--- config.mk ---
export PLATFORM = sky130hd
export DESIGN_NAME = lsb_first_bit_packer_flat
export DESIGN_NICKNAME = d
export VERILOG_FILES = /design/src/lsbp_pkg.sv /design/src/lsbp_if.sv /design/src/lsbp_ctrl.sv /design/src/lsbp_dp.sv /design/src/lsb_first_bit_packer.sv /design/src/flat_wrapper.sv
export SDC_FILE = /design/constraint.sdc
export NUM_CORES = 1
export LEC_CHECK = 0
export ABC_AREA = 1
export BUFFER_PORTS_ARGS = -buffer_cell sky130_fd_sc_hd__buf_2
export CORE_ASPECT_RATIO = 1.5
export CORE_MARGIN = 3
export CORE_UTILIZATION = 45
export CTS_CLUSTER_SIZE = 40
export DETAILED_ROUTE_END_ITERATION = 7
export SLEW_MARGIN = 25
export SYNTH_ARGS = -nofsm -noshare
export SYNTH_HDL_FRONTEND = slang
export SYNTH_HIERARCHICAL = 1
export SYNTH_SLANG_ARGS = --single-unit
--- constraint.sdc ---
create_clock -name clk_i -period 13.95 [get_ports clk_i]
set_input_delay 3.4875 -clock clk_i [delete_from_list [all_inputs] [get_ports clk_i]]
set_output_delay 3.4875 -clock clk_i [all_outputs]
set_load 0.02 [all_outputs]
--- src/lsbp_pkg.sv ---
// Shared types and constants for the LSB-first bit packer.
// No dependencies; compiled before every other file of the block.
`default_nettype none

package lsbp_pkg;

  localparam int unsigned MAX_FIELD_BITS = 63;
  localparam int unsigned MAX_QUANT_BITS = 32;
  localparam int unsigned DIV_STEPS      = 32;
  localparam int unsigned DIV_CNT_W      = $clog2(DIV_STEPS);

  typedef enum logic [1:0] {
    FN_WRITE = 2'd0,
    FN_QUANT = 2'd1,
    FN_FLUSH = 2'd2,
    FN_CLEAR = 2'd3
  } func_e;

  typedef enum logic [2:0] {
    ERR_NONE   = 3'd0,
    ERR_WIDTH  = 3'd1,
    ERR_VALUE  = 3'd2,
    ERR_QWIDTH = 3'd3,
    ERR_RANGE  = 3'd4
  } err_e;

  typedef enum logic [1:0] {
    KIND_SINGLE = 2'd0,
    KIND_PACK   = 2'd1,
    KIND_QUANT  = 2'd2
  } kind_e;

  typedef enum logic [2:0] {
    ST_IDLE   = 3'd0,
    ST_DECODE = 3'd1,
    ST_QPREP  = 3'd2,
    ST_QDIV   = 3'd3,
    ST_QLOAD  = 3'd4,
    ST_PACK   = 3'd5
  } state_e;

  typedef struct packed {
    logic latch;
    logic calc;
    logic emit_single;
    logic qprep;
    logic div_step;
    logic load_plain;
    logic load_quot;
    logic pack_step;
  } cmd_t;

  typedef struct packed {
    kind_e kind;
    logic  q_direct;
    logic  div_last;
    logic  pack_last;
    logic  out_free;
  } status_t;

endpackage

`default_nettype wire

--- src/lsbp_if.sv ---
// Valid/ready channel interfaces for the packer's input items and result items.
// Depends on nothing; the field widths are fixed.
`default_nettype none

interface lsbp_in_if;
  logic               valid;
  logic               ready;
  logic [1:0]         func;
  logic [62:0]        data_value;
  logic [5:0]         field_width;
  logic signed [31:0] sample;
  logic signed [31:0] range_low;
  logic signed [31:0] range_high;

  modport source (
    output valid, func, data_value, field_width, sample, range_low, range_high,
    input  ready
  );
  modport sink (
    input  valid, func, data_value, field_width, sample, range_low, range_high,
    output ready
  );
endinterface

interface lsbp_out_if;
  logic        valid;
  logic        ready;
  logic [7:0]  out_byte;
  logic        byte_valid;
  logic        last;
  logic [31:0] total_bits;
  logic [2:0]  error_code;

  modport source (
    output valid, out_byte, byte_valid, last, total_bits, error_code,
    input  ready
  );
  modport sink (
    input  valid, out_byte, byte_valid, last, total_bits, error_code,
    output ready
  );
endinterface

`default_nettype wire

--- src/lsbp_ctrl.sv ---
// Sequencer of the packer: accepts items and issues datapath commands.
// Depends on lsbp_pkg (state, command and status types).
`default_nettype none

module lsbp_ctrl (
  input  logic              clk_i,
  input  logic              rst_ni,
  input  logic              in_valid_i,
  output logic              in_ready_o,
  input  lsbp_pkg::status_t status_i,
  output lsbp_pkg::cmd_t    cmd_o
);

  lsbp_pkg::state_e state_q, state_d;

  always_ff @(posedge clk_i or negedge rst_ni) begin
    if (!rst_ni) begin
      state_q <= lsbp_pkg::ST_IDLE;
    end else begin
      state_q <= state_d;
    end
  end

  always_comb begin
    state_d    = state_q;
    cmd_o      = '0;
    in_ready_o = 1'b0;
    unique case (state_q)
      lsbp_pkg::ST_IDLE: begin
        in_ready_o = 1'b1;
        if (in_valid_i) begin
          cmd_o.latch = 1'b1;
          state_d     = lsbp_pkg::ST_DECODE;
        end
      end
      lsbp_pkg::ST_DECODE: begin
        unique case (status_i.kind)
          lsbp_pkg::KIND_SINGLE: begin
            if (status_i.out_free) begin
              cmd_o.emit_single = 1'b1;
              state_d           = lsbp_pkg::ST_IDLE;
            end
          end
          lsbp_pkg::KIND_PACK: begin
            cmd_o.load_plain = 1'b1;
            state_d          = lsbp_pkg::ST_PACK;
          end
          lsbp_pkg::KIND_QUANT: begin
            cmd_o.calc = 1'b1;
            state_d    = lsbp_pkg::ST_QPREP;
          end
          default: state_d = lsbp_pkg::ST_IDLE;
        endcase
      end
      lsbp_pkg::ST_QPREP: begin
        cmd_o.qprep = 1'b1;
        state_d     = status_i.q_direct ? lsbp_pkg::ST_PACK : lsbp_pkg::ST_QDIV;
      end
      lsbp_pkg::ST_QDIV: begin
        cmd_o.div_step = 1'b1;
        if (status_i.div_last) begin
          state_d = lsbp_pkg::ST_QLOAD;
        end
      end
      lsbp_pkg::ST_QLOAD: begin
        cmd_o.load_quot = 1'b1;
        state_d         = lsbp_pkg::ST_PACK;
      end
      lsbp_pkg::ST_PACK: begin
        if (status_i.out_free) begin
          cmd_o.pack_step = 1'b1;
          if (status_i.pack_last) begin
            state_d = lsbp_pkg::ST_IDLE;
          end
        end
      end
      default: state_d = lsbp_pkg::ST_IDLE;
    endcase
  end

endmodule

`default_nettype wire

--- src/lsbp_dp.sv ---
// Datapath of the packer: item registers, checks, quantizer divider,
// byte packer, stream state and result register. Depends on lsbp_pkg.
`default_nettype none

module lsbp_dp (
  input  logic               clk_i,
  input  logic               rst_ni,
  input  lsbp_pkg::cmd_t     cmd_i,
  output lsbp_pkg::status_t  status_o,
  input  logic [1:0]         func_i,
  input  logic [62:0]        data_value_i,
  input  logic [5:0]         field_width_i,
  input  logic signed [31:0] sample_i,
  input  logic signed [31:0] range_low_i,
  input  logic signed [31:0] range_high_i,
  input  logic               out_ready_i,
  output logic               out_valid_o,
  output logic [7:0]         out_byte_o,
  output logic               byte_valid_o,
  output logic               last_o,
  output logic [31:0]        total_bits_o,
  output logic [2:0]         error_code_o
);

  // latched item
  lsbp_pkg::func_e    func_q;
  logic [62:0]        value_q;
  logic [5:0]         width_q;
  logic signed [31:0] sample_q, low_q, high_q;

  // quantizer
  logic signed [32:0] num_q, den_q;
  logic [31:0]        rem_q, quo_q;
  logic [lsbp_pkg::DIV_CNT_W-1:0] cnt_q;

  // packer and stream state
  logic [62:0] pval_q;
  logic [5:0]  prem_q;
  logic [6:0]  pend_q;
  logic [2:0]  fill_q;
  logic [31:0] bits_q;

  // result register
  logic        out_valid_q;
  logic [7:0]  out_byte_q;
  logic        byte_valid_q;
  logic        last_q;
  logic [31:0] total_q;
  lsbp_pkg::err_e err_q;

  lsbp_pkg::kind_e kind;
  lsbp_pkg::err_e  err_code;
  logic            out_free;

  always_comb begin
    kind     = lsbp_pkg::KIND_SINGLE;
    err_code = lsbp_pkg::ERR_NONE;
    case (func_q)
      lsbp_pkg::FN_WRITE: begin
        if (width_q == 6'd0 || width_q > 6'(lsbp_pkg::MAX_FIELD_BITS)) begin
          err_code = lsbp_pkg::ERR_WIDTH;
        end else if ((value_q >> width_q) != 63'd0) begin
          err_code = lsbp_pkg::ERR_VALUE;
        end else begin
          kind = lsbp_pkg::KIND_PACK;
        end
      end
      lsbp_pkg::FN_QUANT: begin
        if (width_q == 6'd0 || width_q > 6'(lsbp_pkg::MAX_QUANT_BITS)) begin
          err_code = lsbp_pkg::ERR_QWIDTH;
        end else if (high_q <= low_q) begin
          err_code = lsbp_pkg::ERR_RANGE;
        end else begin
          kind = lsbp_pkg::KIND_QUANT;
        end
      end
      default: kind = lsbp_pkg::KIND_SINGLE;
    endcase
  end

  // quantizer preparation: saturation, scale factor and numerator * (2^w - 1)
  logic        num_pos, num_sat, q_direct;
  logic [32:0] one_sh;
  logic [31:0] maxq;
  logic [63:0] prod;

  assign num_pos  = !num_q[32] && (num_q != 33'sd0);
  assign num_sat  = num_q >= den_q;
  assign q_direct = !num_pos || num_sat;
  assign one_sh   = 33'd1 << width_q;
  assign maxq     = 32'(one_sh - 33'd1);
  assign prod     = ({32'd0, num_q[31:0]} << width_q) - {32'd0, num_q[31:0]};

  // one restoring divide step
  logic [32:0] div_t, div_diff;
  logic        div_ge;

  assign div_t    = {rem_q, quo_q[31]};
  assign div_diff = div_t - {1'b0, den_q[31:0]};
  assign div_ge   = div_t >= {1'b0, den_q[31:0]};

  // pack load source
  logic        pack_load;
  logic [62:0] ld_val;
  logic [32:0] bits_sum;

  assign pack_load = cmd_i.load_plain | cmd_i.load_quot | (cmd_i.qprep & q_direct);
  assign bits_sum  = {1'b0, bits_q} + {27'd0, width_q};

  always_comb begin
    ld_val = value_q;
    if (cmd_i.load_quot) begin
      ld_val = {31'd0, quo_q};
    end else if (cmd_i.qprep) begin
      ld_val = num_pos ? {31'd0, maxq} : 63'd0;
    end
  end

  // one packer step: fill the partial byte from the low bits of the field
  logic [3:0]  room, take;
  logic        short;
  logic [7:0]  mask8, chunk, acc;
  logic [5:0]  rem_n;
  logic [62:0] pval_n;
  logic        tail, pack_last;

  assign room      = 4'd8 - {1'b0, fill_q};
  assign short     = prem_q < {2'd0, room};
  assign take      = short ? prem_q[3:0] : room;
  assign mask8     = 8'((9'd1 << take) - 9'd1);
  assign chunk     = pval_q[7:0] & mask8;
  assign acc       = {1'b0, pend_q} | (chunk << fill_q);
  assign rem_n     = prem_q - {2'd0, take};
  assign pval_n    = pval_q >> take;
  assign tail      = rem_n < 6'd8;
  assign pack_last = short || tail;

  assign out_free = !out_valid_q || out_ready_i;

  always_comb begin
    status_o.kind      = kind;
    status_o.q_direct  = q_direct;
    status_o.div_last  = (cnt_q == '1);
    status_o.pack_last = pack_last;
    status_o.out_free  = out_free;
  end

  always_ff @(posedge clk_i) begin
    if (cmd_i.latch) begin
      func_q   <= lsbp_pkg::func_e'(func_i);
      value_q  <= data_value_i;
      width_q  <= field_width_i;
      sample_q <= sample_i;
      low_q    <= range_low_i;
      high_q   <= range_high_i;
    end
    if (cmd_i.calc) begin
      num_q <= 33'(sample_q) - 33'(low_q);
      den_q <= 33'(high_q) - 33'(low_q);
    end
    if (cmd_i.qprep) begin
      rem_q <= prod[63:32];
      quo_q <= prod[31:0];
      cnt_q <= '0;
    end else if (cmd_i.div_step) begin
      rem_q <= div_ge ? div_diff[31:0] : div_t[31:0];
      quo_q <= {quo_q[30:0], div_ge};
      cnt_q <= cnt_q + {{(lsbp_pkg::DIV_CNT_W-1){1'b0}}, 1'b1};
    end
    if (pack_load) begin
      pval_q <= ld_val;
      prem_q <= width_q;
    end else if (cmd_i.pack_step) begin
      pval_q <= pval_n;
      prem_q <= short ? 6'd0 : rem_n;
    end
  end

  logic stream_clear;
  assign stream_clear = cmd_i.emit_single &&
                        (func_q == lsbp_pkg::FN_FLUSH || func_q == lsbp_pkg::FN_CLEAR);

  always_ff @(posedge clk_i or negedge rst_ni) begin
    if (!rst_ni) begin
      pend_q <= '0;
      fill_q <= '0;
      bits_q <= '0;
    end else if (stream_clear) begin
      pend_q <= '0;
      fill_q <= '0;
      bits_q <= '0;
    end else if (pack_load) begin
      bits_q <= bits_sum[32] ? '1 : bits_sum[31:0];
    end else if (cmd_i.pack_step) begin
      if (short) begin
        pend_q <= acc[6:0];
        fill_q <= fill_q + prem_q[2:0];
      end else if (tail) begin
        pend_q <= pval_n[6:0];
        fill_q <= rem_n[2:0];
      end else begin
        pend_q <= '0;
        fill_q <= '0;
      end
    end
  end

  always_ff @(posedge clk_i or negedge rst_ni) begin
    if (!rst_ni) begin
      out_valid_q <= 1'b0;
    end else if (cmd_i.emit_single || cmd_i.pack_step) begin
      out_valid_q <= 1'b1;
    end else if (out_ready_i) begin
      out_valid_q <= 1'b0;
    end
  end

  logic flush_byte;
  assign flush_byte = (func_q == lsbp_pkg::FN_FLUSH) && (fill_q != 3'd0);

  always_ff @(posedge clk_i) begin
    if (cmd_i.emit_single) begin
      out_byte_q   <= flush_byte ? {1'b0, pend_q} : 8'd0;
      byte_valid_q <= flush_byte;
      last_q       <= 1'b1;
      total_q      <= (func_q == lsbp_pkg::FN_FLUSH) ? bits_q : 32'd0;
      err_q        <= err_code;
    end else if (cmd_i.pack_step) begin
      out_byte_q   <= short ? 8'd0 : acc;
      byte_valid_q <= !short;
      last_q       <= pack_last;
      total_q      <= 32'd0;
      err_q        <= lsbp_pkg::ERR_NONE;
    end
  end

  assign out_valid_o  = out_valid_q;
  assign out_byte_o   = out_byte_q;
  assign byte_valid_o = byte_valid_q;
  assign last_o       = last_q;
  assign total_bits_o = total_q;
  assign error_code_o = err_q;

endmodule

`default_nettype wire

--- src/lsb_first_bit_packer.sv ---
// An item is accepted, then decoded; a write then gives one result per cycle while the
// output is free (up to 8). Errors, flush and clear give their single result after
// decode. Quantize adds a preparation step, plus the bit-serial restoring divider when
// the sample lies strictly inside the range; the divider sets the worst case. Results
// pass through one output register. Reset clears the partial byte and the bit count
// without emitting anything. Depends on lsbp_pkg, lsbp_if, lsbp_ctrl, lsbp_dp.
`default_nettype none

module lsb_first_bit_packer (
  input  logic       clk_i,
  input  logic       rst_ni,
  lsbp_in_if.sink    in_i,
  lsbp_out_if.source out_o
);

  lsbp_pkg::cmd_t    cmd;
  lsbp_pkg::status_t status;
  logic              in_ready;

  assign in_i.ready = in_ready;

  lsbp_ctrl u_ctrl (
    .clk_i      (clk_i),
    .rst_ni     (rst_ni),
    .in_valid_i (in_i.valid),
    .in_ready_o (in_ready),
    .status_i   (status),
    .cmd_o      (cmd)
  );

  lsbp_dp u_dp (
    .clk_i         (clk_i),
    .rst_ni        (rst_ni),
    .cmd_i         (cmd),
    .status_o      (status),
    .func_i        (in_i.func),
    .data_value_i  (in_i.data_value),
    .field_width_i (in_i.field_width),
    .sample_i      (in_i.sample),
    .range_low_i   (in_i.range_low),
    .range_high_i  (in_i.range_high),
    .out_ready_i   (out_o.ready),
    .out_valid_o   (out_o.valid),
    .out_byte_o    (out_o.out_byte),
    .byte_valid_o  (out_o.byte_valid),
    .last_o        (out_o.last),
    .total_bits_o  (out_o.total_bits),
    .error_code_o  (out_o.error_code)
  );

  a_one_item_at_a_time: assert property (@(posedge clk_i) disable iff (!rst_ni)
    (in_i.valid && in_ready) |=> !in_ready)
    else $error("input accepted again right after a transfer");

  a_error_is_single: assert property (@(posedge clk_i) disable iff (!rst_ni)
    (out_o.valid && out_o.error_code != lsbp_pkg::ERR_NONE) |-> (out_o.last && !out_o.byte_valid))
    else $error("error result carries a byte or is not last");

  a_total_on_flush_only: assert property (@(posedge clk_i) disable iff (!rst_ni)
    (out_o.valid && out_o.total_bits != 32'd0) |->
    (out_o.last && out_o.error_code == lsbp_pkg::ERR_NONE))
    else $error("bit count shown outside a flush result");

endmodule

`default_nettype wire

--- src/flat_wrapper.sv ---
// flat-port wrapper written by rule: the top's interface ports become plain ports
module lsb_first_bit_packer_flat 
  (clk_i, rst_ni, in_i_valid, in_i_func, in_i_data_value, in_i_field_width, in_i_sample, in_i_range_low, in_i_range_high, in_i_ready, out_o_valid, out_o_out_byte, out_o_byte_valid, out_o_last, out_o_total_bits, out_o_error_code, out_o_ready);
  lsbp_in_if in_i_i ();
  lsbp_out_if out_o_i ();
  input  logic clk_i;
  input  logic rst_ni;
  input wire logic [$bits(in_i_i.valid)-1:0] in_i_valid;
  input wire logic [$bits(in_i_i.func)-1:0] in_i_func;
  input wire logic [$bits(in_i_i.data_value)-1:0] in_i_data_value;
  input wire logic [$bits(in_i_i.field_width)-1:0] in_i_field_width;
  input wire logic [$bits(in_i_i.sample)-1:0] in_i_sample;
  input wire logic [$bits(in_i_i.range_low)-1:0] in_i_range_low;
  input wire logic [$bits(in_i_i.range_high)-1:0] in_i_range_high;
  output wire logic [$bits(in_i_i.ready)-1:0] in_i_ready;
  output wire logic [$bits(out_o_i.valid)-1:0] out_o_valid;
  output wire logic [$bits(out_o_i.out_byte)-1:0] out_o_out_byte;
  output wire logic [$bits(out_o_i.byte_valid)-1:0] out_o_byte_valid;
  output wire logic [$bits(out_o_i.last)-1:0] out_o_last;
  output wire logic [$bits(out_o_i.total_bits)-1:0] out_o_total_bits;
  output wire logic [$bits(out_o_i.error_code)-1:0] out_o_error_code;
  input wire logic [$bits(out_o_i.ready)-1:0] out_o_ready;
  assign in_i_i.valid = in_i_valid;
  assign in_i_i.func = in_i_func;
  assign in_i_i.data_value = in_i_data_value;
  assign in_i_i.field_width = in_i_field_width;
  assign in_i_i.sample = in_i_sample;
  assign in_i_i.range_low = in_i_range_low;
  assign in_i_i.range_high = in_i_range_high;
  assign in_i_ready = in_i_i.ready;
  assign out_o_valid = out_o_i.valid;
  assign out_o_out_byte = out_o_i.out_byte;
  assign out_o_byte_valid = out_o_i.byte_valid;
  assign out_o_last = out_o_i.last;
  assign out_o_total_bits = out_o_i.total_bits;
  assign out_o_error_code = out_o_i.error_code;
  assign out_o_i.ready = out_o_ready;
  lsb_first_bit_packer u_core (.clk_i(clk_i), .rst_ni(rst_ni), .in_i(in_i_i), .out_o(out_o_i));
endmodule
==> results.cfg <==
[power]
pwr_density_cell_mw_per_mm2 = 252
vdd_ir_drop_max_uv = 220
design_power_total_w = 0.0102
power.leakage_nw = 18.5

[synth]
syn-num-nets = 5479
yosysWarningCount = 6
synth_xor_area_share_pct = 3.18
synth-compound-area-share_pct = 13.1
synthesis.area_sq_mm = 0.0369
post_synth.cell_area_avg_sq_um = 7.21
ys_dominant_reg_cell = edfxtp_1
ys_seq_area_share_pct = 36.8
synth_mux_area_share_pct = 0.515
post_synth_num_cell_types = 66
synth.largest_area_cell = edfxtp_1
synth-async-reset-ratio_pct = 9.96
synth-edff-count = 410
netlist.area_leader.share_pct = 33.3
yosys.area_share.adder_pct = 6.45
synth.ff_latch_count = 462
postSynthCellCount = 5121
yosys.area_share.simple_pct = 31.7
netlist_top_cells_area = edfxtp_1 (33%), nand2_1 (14%), nand3_1 (8.9%)
main_combinational_cell_family_by_area_after_synthesis = simple AND/OR/NAND/NOR gates

[placed_design]
hpwl_dp_microns = 114000
gp_routability_congestion = 1.08
io_port_bufs = 217
numPlacedInstances = 6219
detailedPlace.worstSlack_ns = 7.16

[layout]
drive_above_1_share_pct = 8.82
synthToLayoutAreaGrowth_pct = 9.56
ff_latch_area_sq_mm = 0.0136
design.final.nets = 5589
total_area_of_multi_input_combinational_cells_sq_mm = 0.0204
layout.filler_cells = 8431
fin_cells = 6314
final_core_utilization_pct = 49.8

[grt]
maximum_number_of_pins_on_one_net_before_global_route_repair = 87
antenna_violations_before_repair = 1
first_global_vias = 36000
track_usage_pct = 34.0
global_route.overflow_total = 0
grt_first_pass_wirelength_microns = 217000

[sta]
timing.slew.headroom_pct = 29.8
grt_setup_unrepaired = no
min_period_ns = 6.44
slew_violations = 0
final_min_period_over_clock_period_pct = 46.2
clock_skew_ns = 0.0330
achievable-frequency_ghz = 0.155
final_hold_viol_count = 0
setup-violations-final = 0
final_critical_path_setup_slack_ns = 7.51
timing_worst_slew_pin_value_ns = 1.04
setup-tns-final_ns = 0

[route]
vias_per_cell = 5.80
first_pass_iters = 6
wl_per_cell_microns = 23.5
detail_route.drc_violations = 0
antenna_violating_nets_left = 0
initialDrtViolationCount = 2856
drt_wl_total_microns = 148000
route.vias.total = 36600

[hold_path]
holdPathStages = 2
hold_path.class = reg2reg
holdPathEnd = u_core/u_dp/pend_q[5]
hp-start = u_core/u_dp/pend_q[5]

[floorplanning]
die_width_microns = 240
die-height_microns = 357
core.rowCount = 128
initial_utilization_pct = 45.4
floorplan.die_area_sq_mm = 0.0857
num_io_pins = 218
placeableCoreArea_sq_mm = 0.0814

[critical_path]
cp_data_arrival_time_ns = 6.97
worst_r2r_endpoint = u_core/u_dp/bits_q[9]
worst-endpoint-required_ns = 14.48
timing.reg2reg.worst_path_depth = 24
worstSetupPathType = reg2reg
type_of_origin_of_the_critical_path = flop
rrSetupSlack_ns = 7.51
crit_path_end_kind = flop
timing.rr.start = u_core/u_dp/width_q[1]
crit_path_max_fanout = 86

[cts]
clock_tree_from_tritoncts = done
holdBufCountCts = 0
clock_tree.buffer_depth = 3
cts_buffers = 50
clock-sinks = 462
cts.reportedPaths.clkPinSlew_ns = 0.06
post-cts-setup-buffer-count = 0
cts-resized-gates = 0
worstSkewPairLatency_ns = 0.65
cts_htree_levels = 2
clock-root-buffer = clkbuf_16

[status]
outcome = finished, final reports clean

[job]
drv_cap = 0
==> layer usage <==
| layer | vias to the layer above | wire length [microns] | part of all wire [%] | GRT usage, % |
|---|---|---|---|---|
| li1 | 17600 | - | - | - |
| met4 | 2 | 13800 | 9.3 | 26.4 |
| met2 | 1441 | 75300 | 51 | 62.0 |
| met1 | 17100 | 50800 | 34 | 34.5 |
| met5 | - | 13 | 0.0088 | 0 |
| met3 | 486 | 8320 | 5.6 | 5.14 |
==> worst max-delay path by stage <==
stage | endpoint | startpoint | cells after the start
CTS | u_core/u_dp/bits_q[9] | u_core/u_dp/width_q[1] | 24
finish | u_core/u_dp/bits_q[9] | u_core/u_dp/width_q[1] | 24
detailed placement | u_core/u_dp/out_byte_o[2] | out_o_ready | 11
global route | u_core/u_dp/bits_q[30] | u_core/u_dp/width_q[1] | 26
floorplan | u_core/u_dp/func_q[0] | in_i_valid | 2
global placement | u_core/u_dp/out_byte_o[2] | out_o_ready | 11
==> cell usage after synthesis (all sizes together), types with 2 or more instances <==
cell and count:
a211oi 5, a21boi 11, a21o 15, a21oi 236
a221oi 6, a22o 9, a31oi 35, a41oi 2
and2 4, and3 9, buf 137, clkbuf 68
clkinv 4, dfrtp 46, dfxtp 6, edfxtp 410
fa 6, ha 181, inv 535, mux2i 19
nand2 1402, nand3 667, nand3b 23, nand4 64
nor2 418, nor3 54, nor3b 3, nor4 18
o2111ai 4, o211ai 65, o21a 9, o21ai 412
o21bai 18, o221ai 3, o22ai 24, o31ai 4
or2 48, xnor2 47, xor2 87
==> sequential cells by signal (all words and copies together) (netlist names), 3 cells and up <==
register / cells
u_core/u_ctrl/state_q: 3
u_core/u_dp/bits_q: 32
u_core/u_dp/cnt_q: 5
u_core/u_dp/den_q: 33
u_core/u_dp/error_code_o: 3
u_core/u_dp/fill_q: 3
u_core/u_dp/high_q: 32
u_core/u_dp/low_q: 32
u_core/u_dp/num_q: 33
u_core/u_dp/out_byte_o: 8
u_core/u_dp/pend_q: 7
u_core/u_dp/prem_q: 6
u_core/u_dp/pval_q: 63
u_core/u_dp/quo_q: 32
u_core/u_dp/rem_q: 32
u_core/u_dp/sample_q: 32
u_core/u_dp/total_bits_o: 32
u_core/u_dp/value_q: 63
u_core/u_dp/width_q: 6
==> power breakdown <==
part	internal, W	switching [W]	total (W)	leakage [nW]
sequential	0.00224	0.000256	0.00249	4.49
combinational	0.00187	0.00440	0.00627	13.2
clock	0.000837	0.000613	0.00145	0.846
total	0.00494	0.00527	0.0102	18.5
==> final cells by class <==
class,instances,share of cell area (%)
Multi-Input combinational cell,3915,50.3
Sequential cell,462,33.6
Inverter,539,5.01
Timing Repair Buffer,263,3.54
Clock buffer,57,3.26
Tap cell,1040,3.21
Clock inverter,37,1.11
Antenna cell,1,0.00618
==> metrics by stage <==
stage / cell area (sq um) / hold slack, ns
3_3_place_gp: 38700 / 0.474
4_1_cts: 40500 / 0.496
3_5_place_dp: 38700 / 0.479
6_report: 40500 / 0.500
2_1_floorplan: 36900 / 0.449
5_1_grt: 40500 / 0.549
==> logic make-up after synthesis <==
group | Yosys count
buf+inv | 744
flops | 462
xor+xnor | 134
simple gates | 2711
mux | 19
fa+ha+maj | 187
compound gates | 864
==> layout by cell type, fill, tap and decap left out, drive strengths merged, types with 15 or more instances in the layout <==
cell | synthesis | final
nand2 | 1402 | 1402
edfxtp | 410 | 410
clkinv | 4 | 21
buf | 137 | 263
xnor2 | 47 | 47
nor4 | 18 | 18
clkbuf | 68 | 57
nand4 | 64 | 64
ha | 181 | 181
dfrtp | 46 | 46
mux2i | 19 | 19
nor2 | 418 | 418
o22ai | 24 | 24
a21o | 15 | 15
nand3b | 23 | 23
xor2 | 87 | 87
a31oi | 35 | 35
o21bai | 18 | 18
or2 | 48 | 48
nand3 | 667 | 667
o21ai | 412 | 412
inv | 535 | 541
a21oi | 236 | 236
o211ai | 65 | 65
nor3 | 54 | 54
==> critical path: stages (launching register included) <==
cell      delay, ns
edfxtp_1       0.33
buf_4          0.52
inv_4          0.33
buf_4          0.43
nor2_1         0.25
nand2_1        0.09
a21boi_1       0.14
o21ai_0        0.16
nand2_1        0.09
o21ai_0        0.14
nand2_1        0.07
nand2_1        0.06
o31ai_1        0.06
nand3_1        0.30
nor2_1         0.13
inv_1          0.09
nor2_1         0.04
nand3_1        0.14
inv_1          0.07
nor2_1         0.13
nand2_1        0.56
inv_2          0.22
buf_4          0.68
nand2_1        0.78
o22ai_1        0.41
(Power assumes the default switching activity.)
